**src/rtl/bcwm_pkg.sv**
```systemverilog
// Shared types and constants of the byte class window matcher.
// No dependencies; every other file imports this package.
package bcwm_pkg;

  // Sizing of the pattern table and the offset counter
  localparam int MaxPatternLen = 16;
  localparam int RangesPerPos  = 8;
  localparam int OffsetBits    = 16;

  localparam int TableDepth = MaxPatternLen * RangesPerPos;
  localparam int TableAw    = (TableDepth > 1) ? $clog2(TableDepth) : 1;
  localparam int WinAw      = (MaxPatternLen > 1) ? $clog2(MaxPatternLen) : 1;
  localparam int LenW       = 5;
  localparam int CntW       = OffsetBits + 1;

  // Fixed field widths of the ports
  localparam int PosW    = 4;
  localparam int SlotW   = 3;
  localparam int ByteW   = 8;
  localparam int OfsOutW = 16;
  localparam int CountW  = 16;

  // Request codes
  localparam logic ReqLoad = 1'b0;
  localparam logic ReqData = 1'b1;

  typedef logic [MaxPatternLen-1:0][ByteW-1:0] win_t;

  // One input word as held in the input register
  typedef struct packed {
    logic             req_type;
    logic [PosW-1:0]  position;
    logic [SlotW-1:0] slot;
    logic             slot_valid;
    logic [ByteW-1:0] range_low;
    logic [ByteW-1:0] range_high;
    logic [ByteW-1:0] data_byte;
    logic             last_byte;
  } item_t;

  // One result word
  typedef struct packed {
    logic              match;
    logic [OfsOutW-1:0] match_offset;
    logic [CountW-1:0] match_count;
    logic              no_pattern;
    logic              offset_overflow;
    logic              end_of_buffer;
  } result_t;

endpackage

```
**src/rtl/byte_class_window_matcher_unit.sv**
```systemverilog
// Top level of the byte class window matcher: input register, range table,
// scan logic and result register. Depends on bcwm_pkg, bcwm_range_table, bcwm_scan.
//
// Usage:
//   Input channel (in_valid_i / in_stall_o) carries one word per cycle while
//   in_stall_o is low: a load (req_type 0) writes one range slot of the pattern
//   table, a data word (req_type 1) shifts data_byte into the match window.
//   Output channel (out_valid_o / out_stall_i) returns at most one result per
//   data word; loads give none, and data words before the window fills give
//   none unless pattern_len is zero or the word carries the last-byte mark.
//   Config channel (cfg_valid_i / cfg_ready_o) writes pattern_len; write it
//   only while the block is idle. cfg_ready_o is always high.
// Path: input register, then result register; a stalled result holds the next
//   word in between. Throughput: one word per cycle unless a result stalls; the
//   range compares of all positions sit in one stage between those registers.
// Reset: window, offset and match counters clear, all table slots become
//   invalid, pattern_len returns to zero.
// Stall: a stalled result holds; the input register still takes one more word,
//   and in_stall_o rises only when that register is full behind a stalled result.
module byte_class_window_matcher_unit (
  input  logic                             clk_i,
  input  logic                             rst_ni,
  input  logic                             cfg_valid_i,
  output logic                             cfg_ready_o,
  input  logic [bcwm_pkg::LenW-1:0]        cfg_data_i,
  input  logic                             in_valid_i,
  output logic                             in_stall_o,
  input  logic                             req_type_i,
  input  logic [bcwm_pkg::PosW-1:0]        position_i,
  input  logic [bcwm_pkg::SlotW-1:0]       slot_i,
  input  logic                             slot_valid_i,
  input  logic [bcwm_pkg::ByteW-1:0]       range_low_i,
  input  logic [bcwm_pkg::ByteW-1:0]       range_high_i,
  input  logic [bcwm_pkg::ByteW-1:0]       data_byte_i,
  input  logic                             last_byte_i,
  output logic                             out_valid_o,
  input  logic                             out_stall_i,
  output logic                             match_o,
  output logic [bcwm_pkg::OfsOutW-1:0]     match_offset_o,
  output logic [bcwm_pkg::CountW-1:0]      match_count_o,
  output logic                             no_pattern_o,
  output logic                             offset_overflow_o,
  output logic                             end_of_buffer_o
);
  import bcwm_pkg::*;

  logic [LenW-1:0]          len_q;
  item_t                    item_q;
  logic                     item_vld_q, item_vld_d;
  logic                     out_vld_q, out_vld_d;
  result_t                  res_q, res_d;
  logic                     in_acc, out_free, adv, step, load, emit;
  win_t                     pos_byte;
  logic [MaxPatternLen-1:0] pos_hit;

  // Config register
  assign cfg_ready_o = 1'b1;
  always_ff @(posedge clk_i or negedge rst_ni) begin
    if (!rst_ni) begin
      len_q <= '0;
    end else if (cfg_valid_i && cfg_ready_o) begin
      len_q <= cfg_data_i;
    end
  end

  // Handshake: advance the input register when the result register is free
  assign out_free   = !out_vld_q || !out_stall_i;
  assign adv        = item_vld_q && out_free;
  assign in_stall_o = item_vld_q && !out_free;
  assign in_acc     = in_valid_i && !in_stall_o;
  assign step       = adv && (item_q.req_type == ReqData);
  assign load       = adv && (item_q.req_type == ReqLoad);

  always_comb begin
    item_vld_d = item_vld_q;
    if (in_acc) begin
      item_vld_d = 1'b1;
    end else if (adv) begin
      item_vld_d = 1'b0;
    end
  end

  // Capture the incoming word
  always_ff @(posedge clk_i) begin
    if (in_acc) begin
      item_q.req_type   <= req_type_i;
      item_q.position   <= position_i;
      item_q.slot       <= slot_i;
      item_q.slot_valid <= slot_valid_i;
      item_q.range_low  <= range_low_i;
      item_q.range_high <= range_high_i;
      item_q.data_byte  <= data_byte_i;
      item_q.last_byte  <= last_byte_i;
    end
  end

  bcwm_range_table u_table (
    .clk_i      (clk_i),
    .rst_ni     (rst_ni),
    .wr_en_i    (load),
    .wr_pos_i   (item_q.position),
    .wr_slot_i  (item_q.slot),
    .wr_valid_i (item_q.slot_valid),
    .wr_low_i   (item_q.range_low),
    .wr_high_i  (item_q.range_high),
    .pos_byte_i (pos_byte),
    .pos_hit_o  (pos_hit)
  );

  bcwm_scan u_scan (
    .clk_i         (clk_i),
    .rst_ni        (rst_ni),
    .step_i        (step),
    .data_byte_i   (item_q.data_byte),
    .last_byte_i   (item_q.last_byte),
    .pattern_len_i (len_q),
    .pos_hit_i     (pos_hit),
    .pos_byte_o    (pos_byte),
    .emit_o        (emit),
    .result_o      (res_d)
  );

  // Result register: refill or drain whenever it is free
  assign out_vld_d = out_free ? (step && emit) : out_vld_q;

  always_ff @(posedge clk_i or negedge rst_ni) begin
    if (!rst_ni) begin
      item_vld_q <= 1'b0;
      out_vld_q  <= 1'b0;
    end else begin
      item_vld_q <= item_vld_d;
      out_vld_q  <= out_vld_d;
    end
  end

  always_ff @(posedge clk_i) begin
    if (out_free && step && emit) begin
      res_q <= res_d;
    end
  end

  assign out_valid_o       = out_vld_q;
  assign match_o           = res_q.match;
  assign match_offset_o    = res_q.match_offset;
  assign match_count_o     = res_q.match_count;
  assign no_pattern_o      = res_q.no_pattern;
  assign offset_overflow_o = res_q.offset_overflow;
  assign end_of_buffer_o   = res_q.end_of_buffer;

  // Without a pattern nothing can match
  a_no_pattern_no_match : assert property (@(posedge clk_i) disable iff (!rst_ni)
    out_valid_o && no_pattern_o |-> !match_o)
    else $error("match reported with no pattern");

  // Input backs up only behind a stalled result
  a_stall_cause : assert property (@(posedge clk_i) disable iff (!rst_ni)
    in_stall_o |-> (out_valid_o && out_stall_i))
    else $error("input stalled without output stall");

  // A match always shows a nonzero running count
  a_match_counted : assert property (@(posedge clk_i) disable iff (!rst_ni)
    out_valid_o && match_o |-> (match_count_o != '0))
    else $error("match with zero count");

endmodule

```
**src/rtl/bcwm_range_table.sv**
```systemverilog
// Range slot table with one set of range compares per pattern position.
// Depends on bcwm_pkg.
module bcwm_range_table (
  input  logic                              clk_i,
  input  logic                              rst_ni,
  input  logic                              wr_en_i,
  input  logic [bcwm_pkg::PosW-1:0]         wr_pos_i,
  input  logic [bcwm_pkg::SlotW-1:0]        wr_slot_i,
  input  logic                              wr_valid_i,
  input  logic [bcwm_pkg::ByteW-1:0]        wr_low_i,
  input  logic [bcwm_pkg::ByteW-1:0]        wr_high_i,
  input  bcwm_pkg::win_t                    pos_byte_i,
  output logic [bcwm_pkg::MaxPatternLen-1:0] pos_hit_o
);
  import bcwm_pkg::*;

  logic [TableDepth-1:0] valid_q;
  logic [ByteW-1:0]      low_q  [TableDepth];
  logic [ByteW-1:0]      high_q [TableDepth];
  logic                  wr_ok;
  logic [TableAw-1:0]    wr_idx;

  // Drop loads that fall outside the table
  assign wr_ok  = wr_en_i && (int'(wr_pos_i) < MaxPatternLen) &&
                  (int'(wr_slot_i) < RangesPerPos);
  assign wr_idx = TableAw'(int'(wr_pos_i) * RangesPerPos + int'(wr_slot_i));

  // Slot valid bits clear at reset
  always_ff @(posedge clk_i or negedge rst_ni) begin
    if (!rst_ni) begin
      valid_q <= '0;
    end else if (wr_ok) begin
      valid_q[wr_idx] <= wr_valid_i;
    end
  end

  // Range bounds
  always_ff @(posedge clk_i) begin
    if (wr_ok) begin
      low_q[wr_idx]  <= wr_low_i;
      high_q[wr_idx] <= wr_high_i;
    end
  end

  // A position hits when any valid slot covers its byte
  always_comb begin
    pos_hit_o = '0;
    for (int p = 0; p < MaxPatternLen; p++) begin
      for (int s = 0; s < RangesPerPos; s++) begin
        if (valid_q[p*RangesPerPos+s] &&
            (low_q[p*RangesPerPos+s] <= pos_byte_i[p]) &&
            (pos_byte_i[p] <= high_q[p*RangesPerPos+s])) begin
          pos_hit_o[p] = 1'b1;
        end
      end
    end
  end

endmodule

```
**src/rtl/bcwm_scan.sv**
```systemverilog
// Byte window, offset and match counters, and result formation.
// Depends on bcwm_pkg; takes per-position hits from bcwm_range_table.
module bcwm_scan (
  input  logic                               clk_i,
  input  logic                               rst_ni,
  input  logic                               step_i,
  input  logic [bcwm_pkg::ByteW-1:0]         data_byte_i,
  input  logic                               last_byte_i,
  input  logic [bcwm_pkg::LenW-1:0]          pattern_len_i,
  input  logic [bcwm_pkg::MaxPatternLen-1:0] pos_hit_i,
  output bcwm_pkg::win_t                     pos_byte_o,
  output logic                               emit_o,
  output bcwm_pkg::result_t                  result_o
);
  import bcwm_pkg::*;

  win_t              win_q, win_d, win_new;
  logic [CntW-1:0]   off_q, off_d;
  logic [CountW-1:0] total_q, total_d, total_upd;
  logic [LenW-1:0]   len;
  logic [LenW-1:0]   tap;
  logic [CntW-1:0]   len_m1;
  logic              ovf, len_zero, full, all_hit, hit;
  logic [CntW-1:0]   off_full;

  // Shift the new byte in, newest at index zero
  always_comb begin
    win_new[0] = data_byte_i;
    for (int i = 1; i < MaxPatternLen; i++) begin
      win_new[i] = win_q[i-1];
    end
  end

  // Clamp the length to the table size
  assign len = (int'(pattern_len_i) > MaxPatternLen) ? LenW'(MaxPatternLen) : pattern_len_i;
  assign len_zero = (len == '0);
  assign len_m1   = CntW'(len) - CntW'(1);

  // Route each position its byte: position p sees age len-1-p
  always_comb begin
    for (int p = 0; p < MaxPatternLen; p++) begin
      tap = len - LenW'(1) - LenW'(p);
      pos_byte_o[p] = (LenW'(p) < len) ? win_new[tap[WinAw-1:0]] : '0;
    end
  end

  // Window match over positions in use
  always_comb begin
    all_hit = 1'b1;
    for (int p = 0; p < MaxPatternLen; p++) begin
      if ((LenW'(p) < len) && !pos_hit_i[p]) begin
        all_hit = 1'b0;
      end
    end
  end

  assign ovf       = off_q[OffsetBits];
  assign full      = !len_zero && (off_q >= len_m1);
  assign hit       = full && all_hit;
  assign emit_o    = len_zero || full || last_byte_i;
  assign total_upd = (hit && (total_q != '1)) ? total_q + CountW'(1) : total_q;
  assign off_full  = ovf ? CntW'({OffsetBits{1'b1}}) : off_q - len_m1;

  // Form the result word
  always_comb begin
    result_o.match           = hit;
    result_o.match_offset    = hit ? OfsOutW'(off_full) : '0;
    result_o.match_count     = total_upd;
    result_o.no_pattern      = len_zero;
    result_o.offset_overflow = ovf;
    result_o.end_of_buffer   = last_byte_i;
  end

  // Advance on each data byte; clear after a last byte
  always_comb begin
    win_d   = win_q;
    off_d   = off_q;
    total_d = total_q;
    if (step_i) begin
      if (last_byte_i) begin
        win_d   = '0;
        off_d   = '0;
        total_d = '0;
      end else begin
        win_d   = win_new;
        off_d   = ovf ? off_q : off_q + CntW'(1);
        total_d = total_upd;
      end
    end
  end

  always_ff @(posedge clk_i or negedge rst_ni) begin
    if (!rst_ni) begin
      win_q   <= '0;
      off_q   <= '0;
      total_q <= '0;
    end else begin
      win_q   <= win_d;
      off_q   <= off_d;
      total_q <= total_d;
    end
  end

endmodule
```
**config.mk**
```make
export PLATFORM = sky130hd
export DESIGN_NAME = byte_class_window_matcher_unit
export DESIGN_NICKNAME = d
export VERILOG_FILES = /design/src/rtl/bcwm_pkg.sv /design/src/rtl/byte_class_window_matcher_unit.sv /design/src/rtl/bcwm_range_table.sv /design/src/rtl/bcwm_scan.sv
export SDC_FILE = /design/constraint.sdc
export NUM_CORES = 2
export LEC_CHECK = 0
export BUFFER_PORTS_ARGS = -buffer_cell sky130_fd_sc_hd__buf_2
export CAP_MARGIN = 20
export CORE_MARGIN = 2
export CORE_UTILIZATION = 50
export DETAILED_ROUTE_END_ITERATION = 16
export PLACE_DENSITY_LB_ADDON = 0.1
export SYNTH_ARGS = -nofsm -noshare
export SYNTH_HDL_FRONTEND = slang
export SYNTH_HIERARCHICAL = 1
export SYNTH_SLANG_ARGS = --single-unit
```
**constraint.sdc**
```tcl
create_clock -name clk_i -period 8.7 [get_ports clk_i]
set_input_delay 0.87 -clock clk_i [delete_from_list [all_inputs] [get_ports clk_i]]
set_output_delay 0.87 -clock clk_i [all_outputs]
set_load 0.1 [all_outputs]
```
# Word level (Yosys, flattened, before mapping)
# Memories as Yosys holds them, arrays and structs flattened.
# Index checks and enable logic that the tools add are counted.
[word_totals]
register_bits = 358
ramBits = 2048
output_inout_bits = 39
inputBits = 44
word_cells = 871
n_memories = 2
[op_classes]
eq_ne = 2
n_mux = 206
n_addsub = 21
n_reduce_logical = 311
n_lt_le_gt_ge = 292
n_bitwise = 1
[memory_table]
columns = ["memory", "depth", "word_bits", "read_ports", "rd_ports_with_merged_regs", "wr", "line", "rtl"]
rows = [
  ["u_table.high_q", 128, 8, 128, 0, 1, "bcwm_range_table.sv:19", "logic [ByteW-1:0] high_q [TableDepth];"],
  ["u_table.low_q", 128, 8, 128, 0, 1, "bcwm_range_table.sv:18", "logic [ByteW-1:0] low_q [TableDepth];"],
]
[op_table]
columns = ["cell", "count"]
rows = [
  ["$le 8x8->1", 256],
  ["$bmux 8 s4", 16],
  ["$logic_and 1x1->1", 284],
  ["$mux 8", 32],
  ["$mux 1", 149],
  ["$bwmux 128", 1],
  ["$mux 120", 1],
  ["$lt 4x5->1 const B", 16],
  ["$mux 16", 3],
  ["$lt 4x5->1 const A", 8],
  ["$mux 17", 2],
  ["$sub 4x4->4 const B", 8],
  ["$logic_not 1->1", 21],
  ["$lt 3x5->1 const A", 4],
  ["$add 17x1->17 const B", 1],
  ["$ge 17x17->1", 1],
  ["$add 16x1->16 const B", 1],
  ["$ne 16x16->1 const B", 1],
  ["$sub 16x16->16", 1],
  ["$sub 4x3->4 const B", 4],
  ["$lt 1x5->1 const A", 2],
  ["$lt 2x5->1 const A", 2],
  ["$lt 7x8->1 const B", 1],
  ["$sub 4x1->4 const B", 2],
  ["other kinds (13)", 16],
]

# Longest topological paths before layout
[depth]
depth_word = 39
depth_mapped = 34
ltp_nobuf = 27

# Hierarchy
# The synthesis kept the hierarchy.
[by_module_without_submodules]
columns = ["mod", "cells_per_inst", "seq_area_each_um2", "instances", "area_per_inst_um2"]
rows = [
  ["bcwm_range_table", 8850, 64702.1, 1, 114952.7],
  ["bcwm_scan", 1793, 3828.7, 1, 13805.7],
  ["byte_class_window_matcher_unit", 94, 2277.2, 1, 2398.6],
]

# Least setup slack after synthesis
# No wires, ideal clock.
[synth_timing]
path_kind = "reg2reg"
from = "register len_q[0]"
to = "register res_q (netlist bit match_count_o[1]) (data pin)"
slack_ns = 1.566
n_path_buf = 6
required_time_ns = 8.440
setup_ns = 0.260
t_arrival_ns = 6.874
period_less_slack_ns = 7.134
path_stages_with_launch = 33
cell_sequence = "dfrtp_1 clkbuf_1 nor2b_1 buf_2 inv_1 buf_2 clkbuf_1 ha_1 xnor2_4 inv_2 buf_1 ha_1 nand2_1 nand2_1 xnor2_1 clkbuf_1 nor2b_1 a211oi_1 inv_1 ha_1 nor2b_1 o211ai_1 a21oi_1 and3b_1 a22oi_1 nand4_1 nor2_1 a211oi_1 o2111ai_1 nor4_2 o21ai_2 nor2_1 mux2_2"
[synth_lines]
columns = ["element", "line", "rtl"]
rows = [
  ["start: declaration", "byte_class_window_matcher_unit.sv:47", "logic [LenW-1:0] len_q;"],
  ["start signal: assignment", "byte_class_window_matcher_unit.sv:62", "len_q <= cfg_data_i;"],
  ["end signal: assignment", "byte_class_window_matcher_unit.sv:138", "res_q <= res_d;"],
  ["end: declaration", "byte_class_window_matcher_unit.sv:51", "result_t res_q, res_d;"],
]

==> flow_metrics.py <==
metrics = {
    "run_status": {
        "run_status": "complete, no violations",
    },
    "global_routing": {
        "first_pass_grt_wire_length_um": 557000,
        "initial_antenna_violation_count": 22,
        "first_global_vias": 89400,
        "grt_start_max_net_pins": 129,
        "globalRoute.totalOverflow": 0,
        "gr-usage-all-layers": 0.279,
    },
    "sta": {
        "timing.final.setup_violations": 0,
        "rel_slew_slack": 0.170,
        "slew_violations": 0,
        "worst_pin_slew_ps": 1210,
        "hold_viol_final": 0,
        "maxClockFrequency_mhz": 116,
        "final_setup_skew_ps": 55.3,
        "final.period_utilization": 0.991,
        "final_period_minus_worst_setup_slack_ps": 8620,
        "setup-tns-final_ps": 0,
        "rsz0062_at_grt": "false",
    },
    "place": {
        "gpl.final_weighted_congestion": 0.950,
        "hpwl_detailed_um": 243000,
        "placement.io_buffers": 81,
    },
    "worst_setup_path": {
        "timing.reg2reg.worst_path_depth": 24,
        "r2r-end": "match_count_o[6]",
        "setup.worst_path.end_class": "flop",
        "wp_data_required_ps": 9290,
        "critPathArrivalTime_ps": 9210,
        "timing.reg2reg.setup_slack_ps": 80,
        "worst_r2r_startpoint": "len_q[3]",
        "critical_path_class": "reg2reg",
        "critical_path.max_fanout": 21,
        "worstSetupStartpointType": "flop",
    },
    "synth": {
        "simple_gate_portion_of_the_synthesized_area": 0.0900,
        "yosys.area.top_type_share": 0.485,
        "postSynthAreaPerCell_um2": 12.2,
        "synth.net_count": 12900,
        "yosysMostFrequentCell": "sky130_fd_sc_hd__edfxtp_1",
        "postSynth.topFlopCell": "sky130_fd_sc_hd__edfxtp_1",
        "synth_adder_area_share": 0.198,
        "synth_top_family_by_area": "adder cells",
        "synth_largest_area_cell": "sky130_fd_sc_hd__edfxtp_1",
        "synth-xor-area-share": 0.00321,
        "async_flop_share": 0.120,
        "muxShareOfSynthArea": 0.0315,
        "synth_compound_gate_area_share": 0.0964,
        "netlist_top_cells_area": "sky130_fd_sc_hd__edfxtp_1 48%, sky130_fd_sc_hd__ha_1 20%, sky130_fd_sc_hd__dfrtp_1 5.5%",
        "synth_seq_area_share": 0.540,
        "netlist_instances": 10700,
        "flip_flop_and_latch_count_after_synthesis": 2406,
        "yosys.cell_types.count": 81,
        "mappedNetlistArea_um2": 131000,
        "synth-warning-count": 6,
        "netlist_top_cells_count": "2118 x sky130_fd_sc_hd__edfxtp_1, 2076 x sky130_fd_sc_hd__ha_1, 1224 x sky130_fd_sc_hd__inv_1",
        "number_of_enable_flip_flop_cells_after_synthesis": 2118,
    },
    "clock_tree": {
        "cts_tree": "done",
        "clkLatencyLatePin_ps": 860,
        "clock-sinks": 2406,
        "clock-root-buffer": "sky130_fd_sc_hd__clkbuf_16",
        "cts_inserted_buffers": 282,
        "clk_pin_slew_ps": 60,
        "clockBufferDepth": 4,
        "cts_max_level": 5,
    },
    "routing": {
        "remaining_drc_errors": 0,
        "drt.antenna.violating_nets": 0,
        "routed-via-count": 88800,
        "vias_per_cell": 5.94,
        "drt_first_pass_iters": 5,
        "route.final.wire_length_um": 375000,
        "number_of_violations_reported_at_the_end_of_detailed_routing_iteration_0": 7108,
        "wl_per_cell_um": 25.1,
    },
    "cells_and_area": {
        "number_of_nets_in_the_layout": 13300,
        "post_route_cells_drive_above_1_share": 0.0908,
        "layout-area-overhead-vs-synth_pct": 12.1,
        "final.fill_count": 21500,
        "multiInputGateArea_um2": 55300,
        "seq_area_um2": 70800,
    },
    "die": {
        "dieHeight_um": 516,
        "standard_cell_core_area_um2": 262000,
        "die_area_um2": 266000,
        "io_pins": 83,
        "num_rows": 188,
        "die_width_um": 516,
        "initial_utilization": 0.501,
    },
    "power": {
        "powerDensity_nw_per_um2": 238,
        "irDropWorstVdd_uv": 198,
        "power.total_w": 0.0351,
        "power.leakage_nw": 61.1,
    },
    "worst_hold_path": {
        "hold_path_class": "in2reg",
        "timing.hold.worst.start": "req_type_i",
        "whs_path_depth": 1,
        "hold_end": "item_q[33]",
    },
    "flow_run": {
        "drv.max_cap_violation_count": 0,
    },
}
power breakdown:
group	switching (W)	internal [W]
clock	0.00479	0.00724
combinational	0.00669	0.00354
sequential	0.0000868	0.0127
total	0.0116	0.0235
metal layers:
metal  share of wire  track usage
met1            0.43        0.368
met5        0.000035            0
met4           0.042        0.109
met2            0.47        0.470
met3           0.056       0.0342
sequential cells by signal (all words and copies together), names as in the netlist, 16 cells and up:
register         count
u_table/high_q    1024
u_table/low_q     1024
u_table/valid_q    128
u_scan/win_new     120
item_q              34
u_scan/off_q        17
match_count_o       16
match_offset_o      16
u_scan/total_q      16
cell families after synthesis:
kind of cell	count (synthesis)
AOI/OAI and AO/OA	2243
xor gates and xnor gates	46
adders and majority gates	2078
buffers and inverters	1401
DFF	2406
muxes	386
other	1
and+or+nand+nor	2176
worst max path at each step:
stage	cells past startpoint	startpoint	slack (ps)	to
6_report	24	len_q[3]	80	match_count_o[6]
5_1_grt	24	len_q[3]	50	u_scan/total_q[6]
4_1_cts	27	len_q[1]	130	u_scan/total_q[10]
3_5_place_dp	27	len_q[1]	-1170	u_scan/total_q[6]
3_3_place_gp	26	len_q[1]	-1230	match_count_o[6]
2_1_floorplan	32	len_q[0]	1570	match_count_o[1]
layout by cell type (no fill, tap or decap), types with 24 or more instances in the layout:
cell                        instances
sky130_fd_sc_hd__clkbuf_1          62
sky130_fd_sc_hd__buf_4            249
sky130_fd_sc_hd__and3_1            76
sky130_fd_sc_hd__and3b_1          125
sky130_fd_sc_hd__inv_1           1221
sky130_fd_sc_hd__o21ai_0          463
sky130_fd_sc_hd__dfrtp_1          286
sky130_fd_sc_hd__o22ai_1          127
sky130_fd_sc_hd__edfxtp_1        2118
sky130_fd_sc_hd__ha_1            2074
sky130_fd_sc_hd__a211oi_2          24
sky130_fd_sc_hd__a21oi_1         1166
sky130_fd_sc_hd__nor2b_1          299
sky130_fd_sc_hd__clkbuf_8          32
sky130_fd_sc_hd__clkinv_2          50
sky130_fd_sc_hd__xnor2_1           25
sky130_fd_sc_hd__bufinv_16         27
sky130_fd_sc_hd__mux2i_1          238
sky130_fd_sc_hd__buf_2             80
sky130_fd_sc_hd__a22oi_1           63
sky130_fd_sc_hd__and3_2            26
sky130_fd_sc_hd__clkinv_1          28
sky130_fd_sc_hd__mux2_2           130
sky130_fd_sc_hd__nand2_1          562
sky130_fd_sc_hd__o211ai_1         257
sky130_fd_sc_hd__nand4_1          535
sky130_fd_sc_hd__nand3_1           80
sky130_fd_sc_hd__nor2_1           264
sky130_fd_sc_hd__nand2b_1         132
sky130_fd_sc_hd__clkbuf_16        292
sky130_fd_sc_hd__o31ai_1           57
worst max-delay path: stages (launching register included):
cell and delay [ps]:
sky130_fd_sc_hd__dfrtp_1 710, sky130_fd_sc_hd__nor4_1 130, sky130_fd_sc_hd__or3_2 770, sky130_fd_sc_hd__inv_4 460, sky130_fd_sc_hd__xnor2_2 320, sky130_fd_sc_hd__nand2_1 130
sky130_fd_sc_hd__and3_1 750, sky130_fd_sc_hd__inv_1 520, sky130_fd_sc_hd__ha_1 450, sky130_fd_sc_hd__nor2b_1 140, sky130_fd_sc_hd__o211ai_1 150, sky130_fd_sc_hd__a21oi_1 80
sky130_fd_sc_hd__and3b_1 280, sky130_fd_sc_hd__a22oi_1 120, sky130_fd_sc_hd__nand4_1 340, sky130_fd_sc_hd__inv_1 130, sky130_fd_sc_hd__a222oi_1 800, sky130_fd_sc_hd__nand4_1 380
sky130_fd_sc_hd__nor4_4 250, sky130_fd_sc_hd__buf_4 230, sky130_fd_sc_hd__o21ai_2 220, sky130_fd_sc_hd__buf_8 230, sky130_fd_sc_hd__inv_2 300, sky130_fd_sc_hd__nand3_1 220
sky130_fd_sc_hd__xnor2_1 170
final cells by class:
type / instances / share of cell area
antenna: 7 / 0.000119
clock buffer: 386 / 0.0543
clock inverter: 122 / 0.00931
inverter: 1230 / 0.0315
multi-input combinational: 6930 / 0.376
sequential: 2406 / 0.481
tap: 3515 / 0.0299
timing repair buffer: 343 / 0.0172
through the flow:
stage	std cells	util	setup WS, ps	hold WS [ps]	cell area [um2]
after floorplan	10700	-	1570	450	131000
after global placement	14400	0.525	-1230	460	137000
after global routing	14900	0.562	50.3	128	147000
after CTS	14900	0.562	134	17.2	147000
after detailed placement	14400	0.526	-1170	475	138000
final	14900	0.562	81.4	178	147000
timing repair:
action / 4_1_cts / 5_1_grt
hold buffers: 0 / 1
hold endpoints to repair: 0 / 1
cloned: 0 / 0
pin swaps: 3 / 2
setup buffers: 4 / 2
endpoints found under the setup margin: 49 / 25
gates resized for setup: 35 / 13
Power figures use the tool's default switching activity.
